`src/tsf_pkg.sv`:
```
package tsf_pkg;

    // Default sizes of the store.
    localparam int DEPTH_DEF      = 16;
    localparam int ENTRY_BITS_DEF = 32;
    localparam int TIME_BITS_DEF  = 48;

    // Fixed field widths.
    localparam int TIMEOUT_W = 32;
    localparam int CNT_W     = 5;
    localparam int STATUS_W  = 3;

    // Reset value of the timeout register, in milliseconds.
    localparam logic [TIMEOUT_W-1:0] TIMEOUT_RESET = 32'd1000;

    // Most result items that one get may produce.
    localparam int MAX_RESULTS = 16;

    // Operation codes carried in the input tuser.
    localparam logic OP_PUT = 1'b0;
    localparam logic OP_GET = 1'b1;

    // Result status codes carried in the output tuser.
    typedef enum logic [STATUS_W-1:0] {
        ST_PUT_OK    = 3'd0,
        ST_PUT_FULL  = 3'd1,
        ST_ENTRY     = 3'd2,
        ST_NONE      = 3'd3,
        ST_TOO_SMALL = 3'd4
    } t_status;

endpackage

```
`src/timestamped_fifo_with_expiry.sv`:
```
// Timestamped FIFO with age expiry. A put (tuser = 0) stores the entry with
// its now_ms stamp and answers with one transfer, status 0, or status 1 when
// all DEPTH slots are taken. A get (tuser = 1) first drops, oldest first,
// every entry whose stamp is at or before now_ms minus the timeout register,
// then returns the surviving entries newest first, up to max_entries (and at
// most 16), tlast on the final one. A get on an empty store, or one whose
// entries all expire, gives one status 3 transfer, a get with max_entries = 0
// one status 4 transfer. Each step of the sequencer waits on the registered
// read of the entry and stamp RAMs, and output stalls hold it as well. The
// input is not ready while a get is in progress. The timeout must be written
// only while the block is idle; the block itself does not enforce this, and
// the configuration channel is always ready. No clearing pass follows reset.
module timestamped_fifo_with_expiry
    import tsf_pkg::*;
#(
    parameter int DEPTH      = DEPTH_DEF,
    parameter int ENTRY_BITS = ENTRY_BITS_DEF,
    parameter int TIME_BITS  = TIME_BITS_DEF
) (
    input  logic                     i_clk,
    input  logic                     i_rst_n,
    // Timeout register write channel.
    input  logic                     i_cfg_valid,
    output logic                     o_cfg_ready,
    input  logic [TIMEOUT_W-1:0]     i_cfg_data,
    // Input stream.
    input  logic                     i_s_tvalid,
    output logic                     o_s_tready,
    // tdata from bit 0: entry_data, now_ms, max_entries, zero fill.
    input  logic [((ENTRY_BITS + TIME_BITS + CNT_W + 7) / 8) * 8 - 1:0] i_s_tdata,
    // tuser: operation.
    input  logic                     i_s_tuser,
    // Output stream.
    output logic                     o_m_tvalid,
    input  logic                     i_m_tready,
    // tdata from bit 0: entry_data_res, stored_count, zero fill.
    output logic [((ENTRY_BITS + CNT_W + 7) / 8) * 8 - 1:0] o_m_tdata,
    // tuser: status.
    output logic [STATUS_W-1:0]      o_m_tuser,
    output logic                     o_m_tlast
);

    localparam int PW     = (DEPTH > 1) ? $clog2(DEPTH) : 1;
    localparam int CW     = $clog2(DEPTH + 1);
    localparam int NW     = (CW > CNT_W) ? CW : CNT_W;
    localparam int SW     = $clog2(2 * DEPTH) + 1;
    localparam int OUT_W  = ((ENTRY_BITS + CNT_W + 7) / 8) * 8;

    typedef enum logic [4:0] {
        S_IDLE     = 5'b00001,
        S_EXP_RD   = 5'b00010,
        S_EXP_CHK  = 5'b00100,
        S_OUT_RD   = 5'b01000,
        S_OUT_EMIT = 5'b10000
    } t_state;

    // Input fields.
    logic [ENTRY_BITS-1:0] w_in_data;
    logic [TIME_BITS-1:0]  w_in_now;
    logic [CNT_W-1:0]      w_in_want;

    assign w_in_data = i_s_tdata[ENTRY_BITS-1:0];
    assign w_in_now  = i_s_tdata[ENTRY_BITS+TIME_BITS-1:ENTRY_BITS];
    assign w_in_want = i_s_tdata[ENTRY_BITS+TIME_BITS+CNT_W-1:ENTRY_BITS+TIME_BITS];

    // Control and working registers.
    t_state                r_state,   n_state;
    logic [PW-1:0]         r_newest,  n_newest;
    logic [CW-1:0]         r_count,   n_count;
    logic [TIMEOUT_W-1:0]  r_timeout;
    logic [TIME_BITS-1:0]  r_now,     n_now;
    logic [CNT_W-1:0]      r_want,    n_want;
    logic [NW-1:0]         r_n,       n_n;
    logic [NW-1:0]         r_k,       n_k;

    // Output register.
    logic                  r_out_valid, n_out_valid;
    t_status               r_status,    n_status;
    logic [ENTRY_BITS-1:0] r_data,      n_data;
    logic                  r_last,      n_last;
    logic [CNT_W-1:0]      r_cnt,       n_cnt;

    // RAM ports.
    logic                  w_we;
    logic                  w_re;
    logic [PW-1:0]         w_waddr;
    logic [PW-1:0]         w_raddr;
    logic [ENTRY_BITS-1:0] w_rd_entry;
    logic [TIME_BITS-1:0]  w_rd_stamp;
    logic                  w_expired;

    logic                  w_out_free;
    logic                  w_in_xfer;
    logic [PW-1:0]         w_next_slot;
    logic [SW-1:0]         w_old_sum;
    logic [SW-1:0]         w_new_sum;
    logic [PW-1:0]         w_oldest;
    logic [PW-1:0]         w_kth;
    logic [NW-1:0]         w_lim;
    logic [NW-1:0]         w_take;

    assign o_cfg_ready = 1'b1;
    assign w_out_free  = !r_out_valid || i_m_tready;
    assign o_s_tready  = (r_state == S_IDLE) && w_out_free;
    assign w_in_xfer   = i_s_tvalid && o_s_tready;

    // Slot arithmetic modulo DEPTH; each sum stays at or below twice DEPTH.
    assign w_next_slot = (r_newest == PW'(DEPTH - 1)) ? '0 : r_newest + PW'(1);
    assign w_old_sum   = SW'(r_newest) + SW'(DEPTH + 1) - SW'(r_count);
    assign w_oldest    = (w_old_sum >= SW'(DEPTH)) ? PW'(w_old_sum - SW'(DEPTH))
                                                   : PW'(w_old_sum);
    assign w_new_sum   = SW'(r_newest) + SW'(DEPTH) - SW'(r_k);
    assign w_kth       = (w_new_sum >= SW'(DEPTH)) ? PW'(w_new_sum - SW'(DEPTH))
                                                   : PW'(w_new_sum);

    // Number of results: the request, limited to the holdings and to the cap.
    assign w_lim  = (NW'(r_want) < NW'(r_count)) ? NW'(r_want) : NW'(r_count);
    assign w_take = (w_lim > NW'(MAX_RESULTS)) ? NW'(MAX_RESULTS) : w_lim;

    assign w_waddr = w_next_slot;
    assign w_raddr = (r_state == S_EXP_RD) ? w_oldest : w_kth;

    tsf_ram #(
        .WIDTH (ENTRY_BITS),
        .DEPTH (DEPTH)
    ) u_entry_ram (
        .i_clk   (i_clk),
        .i_we    (w_we),
        .i_waddr (w_waddr),
        .i_wdata (w_in_data),
        .i_re    (w_re),
        .i_raddr (w_raddr),
        .o_rdata (w_rd_entry)
    );

    tsf_ram #(
        .WIDTH (TIME_BITS),
        .DEPTH (DEPTH)
    ) u_stamp_ram (
        .i_clk   (i_clk),
        .i_we    (w_we),
        .i_waddr (w_waddr),
        .i_wdata (w_in_now),
        .i_re    (w_re),
        .i_raddr (w_raddr),
        .o_rdata (w_rd_stamp)
    );

    tsf_age_cmp #(
        .TIME_BITS (TIME_BITS)
    ) u_age_cmp (
        .i_stamp   (w_rd_stamp),
        .i_now     (r_now),
        .i_timeout (r_timeout),
        .o_expired (w_expired)
    );

    // Sequencer: puts and zero-count gets finish in the idle state, other gets walk
    // the expired tail and then the fresh entries from the newest slot back.
    always_comb begin
        n_state     = r_state;
        n_newest    = r_newest;
        n_count     = r_count;
        n_now       = r_now;
        n_want      = r_want;
        n_n         = r_n;
        n_k         = r_k;
        n_out_valid = r_out_valid && !i_m_tready;
        n_status    = r_status;
        n_data      = r_data;
        n_last      = r_last;
        n_cnt       = r_cnt;
        w_we        = 1'b0;
        w_re        = 1'b0;

        unique case (r_state)
            S_IDLE: begin
                if (w_in_xfer) begin
                    n_out_valid = 1'b1;
                    n_data      = '0;
                    n_last      = 1'b1;
                    n_cnt       = CNT_W'(r_count);
                    if (i_s_tuser == OP_PUT) begin
                        if (r_count >= CW'(DEPTH)) begin
                            n_status = ST_PUT_FULL;
                        end else begin
                            w_we     = 1'b1;
                            n_newest = w_next_slot;
                            n_count  = r_count + CW'(1);
                            n_status = ST_PUT_OK;
                            n_cnt    = CNT_W'(r_count + CW'(1));
                        end
                    end else if (w_in_want == '0) begin
                        n_status = ST_TOO_SMALL;
                    end else begin
                        n_out_valid = r_out_valid && !i_m_tready;
                        n_now       = w_in_now;
                        n_want      = w_in_want;
                        n_state     = S_EXP_RD;
                    end
                end
            end
            S_EXP_RD: begin
                if (r_count == '0) begin
                    // The output register is free: nothing was loaded since
                    // this get was taken.
                    n_out_valid = 1'b1;
                    n_status    = ST_NONE;
                    n_data      = '0;
                    n_last      = 1'b1;
                    n_cnt       = '0;
                    n_state     = S_IDLE;
                end else begin
                    w_re    = 1'b1;
                    n_state = S_EXP_CHK;
                end
            end
            S_EXP_CHK: begin
                if (w_expired) begin
                    n_count = r_count - CW'(1);
                    n_state = S_EXP_RD;
                end else begin
                    n_n     = w_take;
                    n_k     = '0;
                    n_state = S_OUT_RD;
                end
            end
            S_OUT_RD: begin
                w_re    = 1'b1;
                n_state = S_OUT_EMIT;
            end
            S_OUT_EMIT: begin
                if (w_out_free) begin
                    n_out_valid = 1'b1;
                    n_status    = ST_ENTRY;
                    n_data      = w_rd_entry;
                    n_last      = (r_k + NW'(1) == r_n);
                    n_cnt       = CNT_W'(r_count);
                    n_k         = r_k + NW'(1);
                    n_state     = (r_k + NW'(1) == r_n) ? S_IDLE : S_OUT_RD;
                end
            end
            default: begin
                n_state = S_IDLE;
            end
        endcase
    end

    // Control state and the timeout register.
    always_ff @(posedge i_clk) begin
        if (!i_rst_n) begin
            r_state     <= S_IDLE;
            r_newest    <= '0;
            r_count     <= '0;
            r_timeout   <= TIMEOUT_RESET;
            r_out_valid <= 1'b0;
        end else begin
            r_state     <= n_state;
            r_newest    <= n_newest;
            r_count     <= n_count;
            r_out_valid <= n_out_valid;
            if (i_cfg_valid && o_cfg_ready) begin
                r_timeout <= i_cfg_data;
            end
        end
    end

    // Payload registers.
    always_ff @(posedge i_clk) begin
        r_now    <= n_now;
        r_want   <= n_want;
        r_n      <= n_n;
        r_k      <= n_k;
        r_status <= n_status;
        r_data   <= n_data;
        r_last   <= n_last;
        r_cnt    <= n_cnt;
    end

    assign o_m_tvalid = r_out_valid;
    assign o_m_tuser  = r_status;
    assign o_m_tlast  = r_last;
    assign o_m_tdata  = OUT_W'({r_cnt, r_data});

    // The number of held entries never exceeds the store depth.
    a_count_bound: assert property (@(posedge i_clk) disable iff (!i_rst_n)
        r_count <= CW'(DEPTH))
        else $error("held count exceeds depth");

    // A put transfer always produces its single result in the next cycle.
    a_put_result: assert property (@(posedge i_clk) disable iff (!i_rst_n)
        (i_s_tvalid && o_s_tready && i_s_tuser == OP_PUT) |=> (o_m_tvalid && o_m_tlast))
        else $error("put without a result");

    // An emitted entry comes from a non-empty store.
    a_entry_count: assert property (@(posedge i_clk) disable iff (!i_rst_n)
        (o_m_tvalid && o_m_tuser == ST_ENTRY) |-> (r_cnt != '0))
        else $error("entry returned from an empty store");

    // While emitting, the result index stays below the result count.
    a_emit_index: assert property (@(posedge i_clk) disable iff (!i_rst_n)
        (r_state == S_OUT_EMIT) |-> (r_k < r_n))
        else $error("result index out of range");

endmodule

```
`src/tsf_ram.sv`:
```
module tsf_ram #(
    parameter int WIDTH = 32,
    parameter int DEPTH = 16
) (
    input  logic                                 i_clk,
    input  logic                                 i_we,
    input  logic [(DEPTH > 1 ? $clog2(DEPTH) : 1)-1:0] i_waddr,
    input  logic [WIDTH-1:0]                     i_wdata,
    input  logic                                 i_re,
    input  logic [(DEPTH > 1 ? $clog2(DEPTH) : 1)-1:0] i_raddr,
    output logic [WIDTH-1:0]                     o_rdata
);

    logic [WIDTH-1:0] r_mem [DEPTH];

    // One write port, one registered read port; read data holds between reads.
    always_ff @(posedge i_clk) begin
        if (i_we) begin
            r_mem[i_waddr] <= i_wdata;
        end
        if (i_re) begin
            o_rdata <= r_mem[i_raddr];
        end
    end

endmodule

```
`src/tsf_age_cmp.sv`:
```
module tsf_age_cmp
    import tsf_pkg::*;
#(
    parameter int TIME_BITS = TIME_BITS_DEF
) (
    input  logic [TIME_BITS-1:0] i_stamp,
    input  logic [TIME_BITS-1:0] i_now,
    input  logic [TIMEOUT_W-1:0] i_timeout,
    output logic                 o_expired
);

    localparam int EW = (TIME_BITS > TIMEOUT_W ? TIME_BITS : TIMEOUT_W) + 1;

    logic [EW-1:0] w_deadline;

    // An entry is stale when stamp + timeout <= now. This can only hold when
    // now is at least the timeout, so no separate guard is needed.
    assign w_deadline = EW'(i_stamp) + EW'(i_timeout);
    assign o_expired  = (w_deadline <= EW'(i_now));

endmodule

```
`config.mk`:
```
export PLATFORM = sky130hd
export DESIGN_NAME = timestamped_fifo_with_expiry
export DESIGN_NICKNAME = d
export VERILOG_FILES = /design/src/tsf_pkg.sv /design/src/timestamped_fifo_with_expiry.sv /design/src/tsf_ram.sv /design/src/tsf_age_cmp.sv
export SDC_FILE = /design/constraint.sdc
export NUM_CORES = 2
export LEC_CHECK = 0
export BUFFER_PORTS_ARGS = -buffer_cell sky130_fd_sc_hd__clkbuf_2
export CAP_MARGIN = 20
export CORE_UTILIZATION = 62
export CTS_CLUSTER_SIZE = 8
export DETAILED_ROUTE_END_ITERATION = 8
export PLACE_DENSITY = 0.78
export SYNTH_ARGS = -nofsm -noshare
export SYNTH_HDL_FRONTEND = slang
export SYNTH_HIERARCHICAL = 1
export SYNTH_SLANG_ARGS = --single-unit
export TNS_END_PERCENT = 30
```
`constraint.sdc`:
```
create_clock -name i_clk -period 11.7 [get_ports i_clk]
set_input_delay 2.34 -clock i_clk [delete_from_list [all_inputs] [get_ports i_clk]]
set_output_delay 2.34 -clock i_clk [all_outputs]
set_load 0.02 [all_outputs]
```
Word-level counts from Yosys, hierarchy flattened
Memories as Yosys holds them, arrays and structs flattened. A register that Yosys moved wholly into a read port is not among the register bits.
Cells that the tools add are included.
{ "op_classes": {"magnitude_cmp": 6, "n_addsub": 11, "n_mux": 53, "n_bitwise": 4, "eq_ne": 15, "reduce_logical": 19} }
{ "op_table": {"columns": ["op", "n"], "rows": [
  ["$mux 32", 3],
  ["$pmux 32 s3", 1],
  ["$mux 5", 13],
  ["$add 48x32->49", 1],
  ["$le 49x48->1", 1],
  ["$pmux 5 s5", 1],
  ["$mux 4", 6],
  ["$pmux 5 s2", 2],
  ["$mux 3", 6],
  ["$mux 1", 16],
  ["$reduce_and 4->1", 4],
  ["$pmux 5 s3", 1],
  ["$add 4x5->6 const B", 2],
  ["$ge 6x5->1 const B", 2],
  ["$sub 6x5->6", 2],
  ["$add 5x1->5 const B", 2],
  ["$logic_not 5->1", 2],
  ["$ne 2x2->1 const B", 5],
  ["$pmux 3 s3", 1],
  ["$sub 4x1->4 const B", 2],
  ["$pmux 1 s3", 2],
  ["$reduce_and 3->1", 2],
  ["$eq 5x1->1 const B", 1],
  ["$eq 5x2->1 const B", 1],
  ["other kinds (21)", 29]
]} }
{ "word_totals": {"mem_bits_rw": 1280, "elab_cells": 123, "reg_bits": 151, "mem_count": 2, "in_bits": 126, "output_inout_bits": 47} }
{ "memory_table": {"columns": ["memory", "words", "width", "read_ports", "rd_clocked_by_memory_dff", "wr", "line_no", "source"], "rows": [
  ["u_stamp_ram.r_mem", 16, 48, 1, 1, 1, "tsf_ram.sv:14", "logic [WIDTH-1:0] r_mem [DEPTH];"],
  ["u_entry_ram.r_mem", 16, 32, 1, 1, 1, "tsf_ram.sv:14", null]
]} }

Longest topological paths before layout
{ "logic_depth": {"ltp_word": 8, "mapped_depth": 24, "depth_no_buf": 23} }

Cells and area by module
Netlist, hierarchy kept.
{ "modules_own_cells": {"columns": ["mod", "instances", "area_each_um2", "seq_area_each_um2", "cells_per_inst"], "rows": [
  ["tsf_ram (u_stamp_ram)", 1, 30171.4, 24503.5, 1242],
  ["tsf_ram (u_entry_ram)", 1, 20155.6, 16335.7, 838],
  ["timestamped_fifo_with_expiry", 1, 6332.3, 4063.9, 493],
  ["tsf_age_cmp", 1, 3467.1, 0.0, 486]
]} }

Worst setup path before layout
Ideal clock, no wire load.
{ "synth_timing": {"path_kind": "flip-flop to flip-flop", "startpoint": "reg r_count[0]", "endpoint": "reg u_entry_ram.o_rdata[0], read port of u_entry_ram.r_mem, enable pin", "setup_time_ns": 0.715, "n_path_buf": 0, "synth_period_minus_slack_ns": 9.335, "t_arrival_ns": 8.619, "slack_ns": 2.365, "stages_incl_launch_ff": 7, "t_required_ns": 10.985, "path_cell_list": "dfxtp_1 -> inv_1 -> ha_1 -> nor4b_1 -> nor2_1 -> mux2i_1 -> nor4_1"} }
{ "synth_between": {"word_cells_on_any_way": 8, "cone_classes": "add/sub: 2; order compare: 1; mux: 4; reduce/logical: 1"} }
{ "synth_lines": {"columns": ["item", "line_no", "source"], "rows": [
  ["start: declaration", "timestamped_fifo_with_expiry.sv:69", "logic [CW-1:0] r_count, n_count;"],
  ["start signal: assignment", "timestamped_fifo_with_expiry.sv:260", "r_count <= n_count;"],
  ["$logic_not 5->1", "timestamped_fifo_with_expiry.sv:204", "if (r_count == '0) begin"],
  ["$mux 1", "timestamped_fifo_with_expiry.sv:204", null],
  ["$pmux 1 s2", "timestamped_fifo_with_expiry.sv:176", "unique case (r_state)"],
  ["via w_re", "timestamped_fifo_with_expiry.sv:85", "logic w_re;"],
  ["end: declaration", "tsf_ram.sv:11", "output logic [WIDTH-1:0] o_rdata"]
]} }
The timed path passes the listed nets, and every way through them passes these cells.
A chain may end at the register's enable or synchronous reset.

Final worst setup path
{ "layout_timing": {"startpoint": "reg u_stamp_ram.o_rdata[0], read port of u_stamp_ram.r_mem", "endpoint": "reg r_count[2]"} }
{ "layout_between": {"elab_chain_len": 4} }
{ "layout_lines": {"columns": ["item", "line_no", "source"], "rows": [
  ["start: declaration", "tsf_ram.sv:11", null],
  ["$add 48x32->49", "tsf_age_cmp.sv:18", "assign w_deadline = EW'(i_stamp) + EW'(i_timeout);"],
  ["$le 49x48->1", "tsf_age_cmp.sv:19", "assign o_expired = (w_deadline <= EW'(i_now));"],
  ["via w_expired", "timestamped_fifo_with_expiry.sv:90", "logic w_expired;"],
  ["$ne 2x1->1 (no line)", null, null],
  ["$reduce_and 3->1 (no line)", null, null]
]} }
The timed path passes the listed nets, and every way through them passes these cells.

==> qor.txt <==
Clk sink count -> 1,511
CTS Buf Count -> 206
Area of the multi-input gates -> 14,600 um^2
Die Area -> 98,200 um^2
Worst-path cell with the longest stage delay -> o221a_1
Drc violations -> 0
Class of the worst hold path -> reg2reg
Clock network power share -> 0.405
Final core utilization -> 0.715
Status -> finished, final reports clean
RSZ-0062 raised after global routing -> false
First-pass GRT wire length -> 216,000 um
Chip height -> 313 um
Type of origin of the critical path -> register
CP max FO -> 9
EDFF count, synth -> 1,464
WHS Path Cells -> 2
CP max stage delay -> 0.69 ns
Global-route met1 utilization -> 0.407
Cell area after synthesis -> 60,100 um^2
Reg-to-Reg End -> r_count[2]
Worst R2R Path Depth -> 22
Initial antenna violation count -> 13
Final Slew Violations -> 0
DR vias -> 32.6k
Layout cell share with drive strength beyond 1 -> 0.245
CTS tree -> yes
Grt peak-use layer -> met2
Most frequent cells in the layout -> edfxtp_1 (1,464), mux4_2 (320), clkbuf_16 (206)
Clock insertion delay at the later pin of the skew report -> 0.81 ns
Fin crit period -> 6.72 ns
Reg2reg setup slack -> 4.98 ns
Count of cell types in the netlist -> 82
Gr usage total -> 0.303
Commonest non-fill, non-tap cell in the layout -> edfxtp_1
Rows -> 113
Hold Worst Slack -> 0.500 ns
Top_reg_cell synth -> edfxtp_1
1st-iter DRT viols -> 4,329
Reg area -> 44,900 um^2
Routed WL -> 148,000 um
Period utilisation layout -> 0.574
Min-Delay Endpoint -> r_timeout[27]
Vias per cell -> 6.93
Layout Nets -> 3,580
CP Cell Sequence -> ha_1, fa_1, a211oi_2, o21ai_2, nand4_1, o311ai_1, nand2_1, o221a_1, nor3b_2, xor2_1, ha_1, nand3_1, or2_2, nor3_1, nand3_1, inv_1, nand4_1, a21oi_1, nand3_2, and2_4, or3_1, a21oi_1
Pwr dens -> 192 nW/um^2
Worst VDD drop -> 161 uV
Maximum root-to-sink buffer count -> 3
Kind of critical path -> reg2reg
Finish-stage setup viols -> 0
Vias in the first global route -> 33.5k
Fin. Hold Viols -> 0
Reg2reg start -> u_stamp_ram/o_rdata[0]
Die X -> 313 um
Switch Pwr -> 3.15 mW
DR pass1 iterations -> 9
CTS root buf -> clkbuf_16
Comb power frac -> 0.122
Warnings, synthesis -> 6
Setup repair bufs after CTS -> 0
Core Footprint -> 95,600 um^2
Drt wl/cell -> 31.5 um
Max cap viols -> 0
Asr flop ratio synth -> 0
Switching share of power -> 0.240
Syn_area_per_cell -> 19.7 um^2
Hold_sp -> r_timeout[27]
Max-slew headroom -> 0.221
Met2 GRT Util -> 0.494
Htree depth -> 4
Largest net degree at the start of global routing -> 134
Starting Density -> 0.629
Power Internal -> 9.99 mW
CP Capture Type -> register
Num ports -> 173
Fillers -> 5,392
Worst-Margin Slew -> 1.17 ns
Critical Path RT -> 12.41 ns
Area Growth Syn to Fin -> 13.6%
Hold-fix buffers, CTS -> 0
Fmax -> 0.149 GHz
Port Buffers -> 165
Total negative slack -> 0 ns
Dpl ws -> 5.33 ns
Sequential area share after synthesis -> 0.747
Remaining Overflow, GRT -> 0
P_leak -> 22.4 nW
Met3 GRT Util -> 0.0651
Yosys reg bits -> 1,511
Gpl congestion -> 0.913
Post-Syn Instances -> 3,059
Final WS setup -> 4.98 ns
CP arrival -> 7.43 ns
Clock Skew -> 0.0395 ns
PostCTS Resize Cnt -> 0
Pwr Total -> 13.1 mW
CTS clk-pin slew, worst paths -> 0.05 ns
Sequential share of power -> 0.472
ANT nets after route -> 0
HPWL Detailed -> 69,900 um
-- worst max-delay path, delay by kind of cell, from the launching register on --
family                   cells  cell delay (ns)
flip-flops                   1             0.38
buffers and inverters        1             0.11
AND/OR/NAND/NOR             11             2.69
XOR/XNOR                     1             0.21
AO/OA/AOI/OAI                6             2.17
adder cells (fa/ha/maj)      3             1.07
-- per-layer routing --
layer	vias to the layer above	routed length, um
met1	16600	53200
met5	-	80
met4	14	4780
met2	2462	73600
met3	368	16400
li1	13100	-
-- cell type report --
class                      count  area share
antenna                        6    0.000220
clock buffer                 269      0.0789
clock inverter                15     0.00385
inverter                      77     0.00423
multi-input combinational   1334       0.213
sequential                  1511       0.657
tap                         1265      0.0232
timing repair buffer         226      0.0192
-- worst max-delay path by stage --
stage / from / end / cells after the start
floorplan: r_count[0] / u_entry_ram/o_rdata[0] / 6
global placement: u_stamp_ram/o_rdata[0] / r_k[1] / 20
detailed placement: u_stamp_ram/o_rdata[0] / r_k[1] / 20
CTS: u_stamp_ram/o_rdata[0] / r_k[0] / 20
global route: u_stamp_ram/o_rdata[3] / r_k[2] / 19
finish: u_stamp_ram/o_rdata[0] / r_count[2] / 22
-- metrics by stage --
stage | area, um^2 | instances
after floorplan | 60100 | 3061
after global placement | 62600 | 4411
after detailed placement | 62600 | 4411
after CTS | 68300 | 4695
after global routing | 68300 | 4702
final | 68300 | 4703
-- sequential cells by signal, indices dropped and copies added, names as in the netlist, 4 cells and up --
signal / flops
u_stamp_ram/r_mem: 768
u_entry_ram/r_mem: 512
r_now: 48
u_stamp_ram/o_rdata: 48
r_data: 32
r_timeout: 32
u_entry_ram/o_rdata: 32
r_cnt: 5
r_count: 5
r_k: 5
r_n: 5
r_state: 5
r_want: 5
r_newest: 4
-- synth_stat cells, types with 14 or more instances --
| cell | number | area [um^2] |
|---|---|---|
| a21o_1 | 28 | 210 |
| a21oi_1 | 72 | 360 |
| a22oi_1 | 162 | 1220 |
| and2_1 | 39 | 244 |
| buf_1 | 28 | 105 |
| buf_2 | 20 | 100 |
| buf_4 | 33 | 248 |
| clkbuf_1 | 56 | 210 |
| dfxtp_1 | 47 | 941 |
| edfxtp_1 | 1464 | 44000 |
| ha_1 | 95 | 1190 |
| inv_1 | 75 | 282 |
| mux2i_1 | 40 | 400 |
| mux4_2 | 320 | 7210 |
| nand2_1 | 133 | 499 |
| nand2b_1 | 15 | 93.8 |
| nand3_1 | 27 | 135 |
| nand4_1 | 33 | 206 |
| nor2_1 | 101 | 379 |
| nor2b_1 | 14 | 87.6 |
| nor3_1 | 24 | 120 |
| o21ai_0 | 30 | 150 |
| xnor2_1 | 26 | 228 |
| xor2_1 | 26 | 228 |
-- power groups by stage --
stage	logic, mW	clock network, mW	registers, mW
detailed placement	1.56	0	6.30
CTS	1.60	5.39	6.20
finish	1.61	5.33	6.21
global route	1.71	5.60	6.21
floorplan	1.09	0	6.33
global placement	1.50	0	6.29
-- cells by family after synthesis --
group / after synthesis / share of synthesized area
AOI/OAI and AO/OA: 379 / 0.0440
xor gates and xnor gates: 54 / 0.00837
buffers and inverters: 216 / 0.0162
other: 2 / 0.000125
muxes: 362 / 0.127
and+or+nand+nor: 437 / 0.0368
adders and majority gates: 98 / 0.0208
DFF: 1511 / 0.747
(Power assumes the default switching activity.)
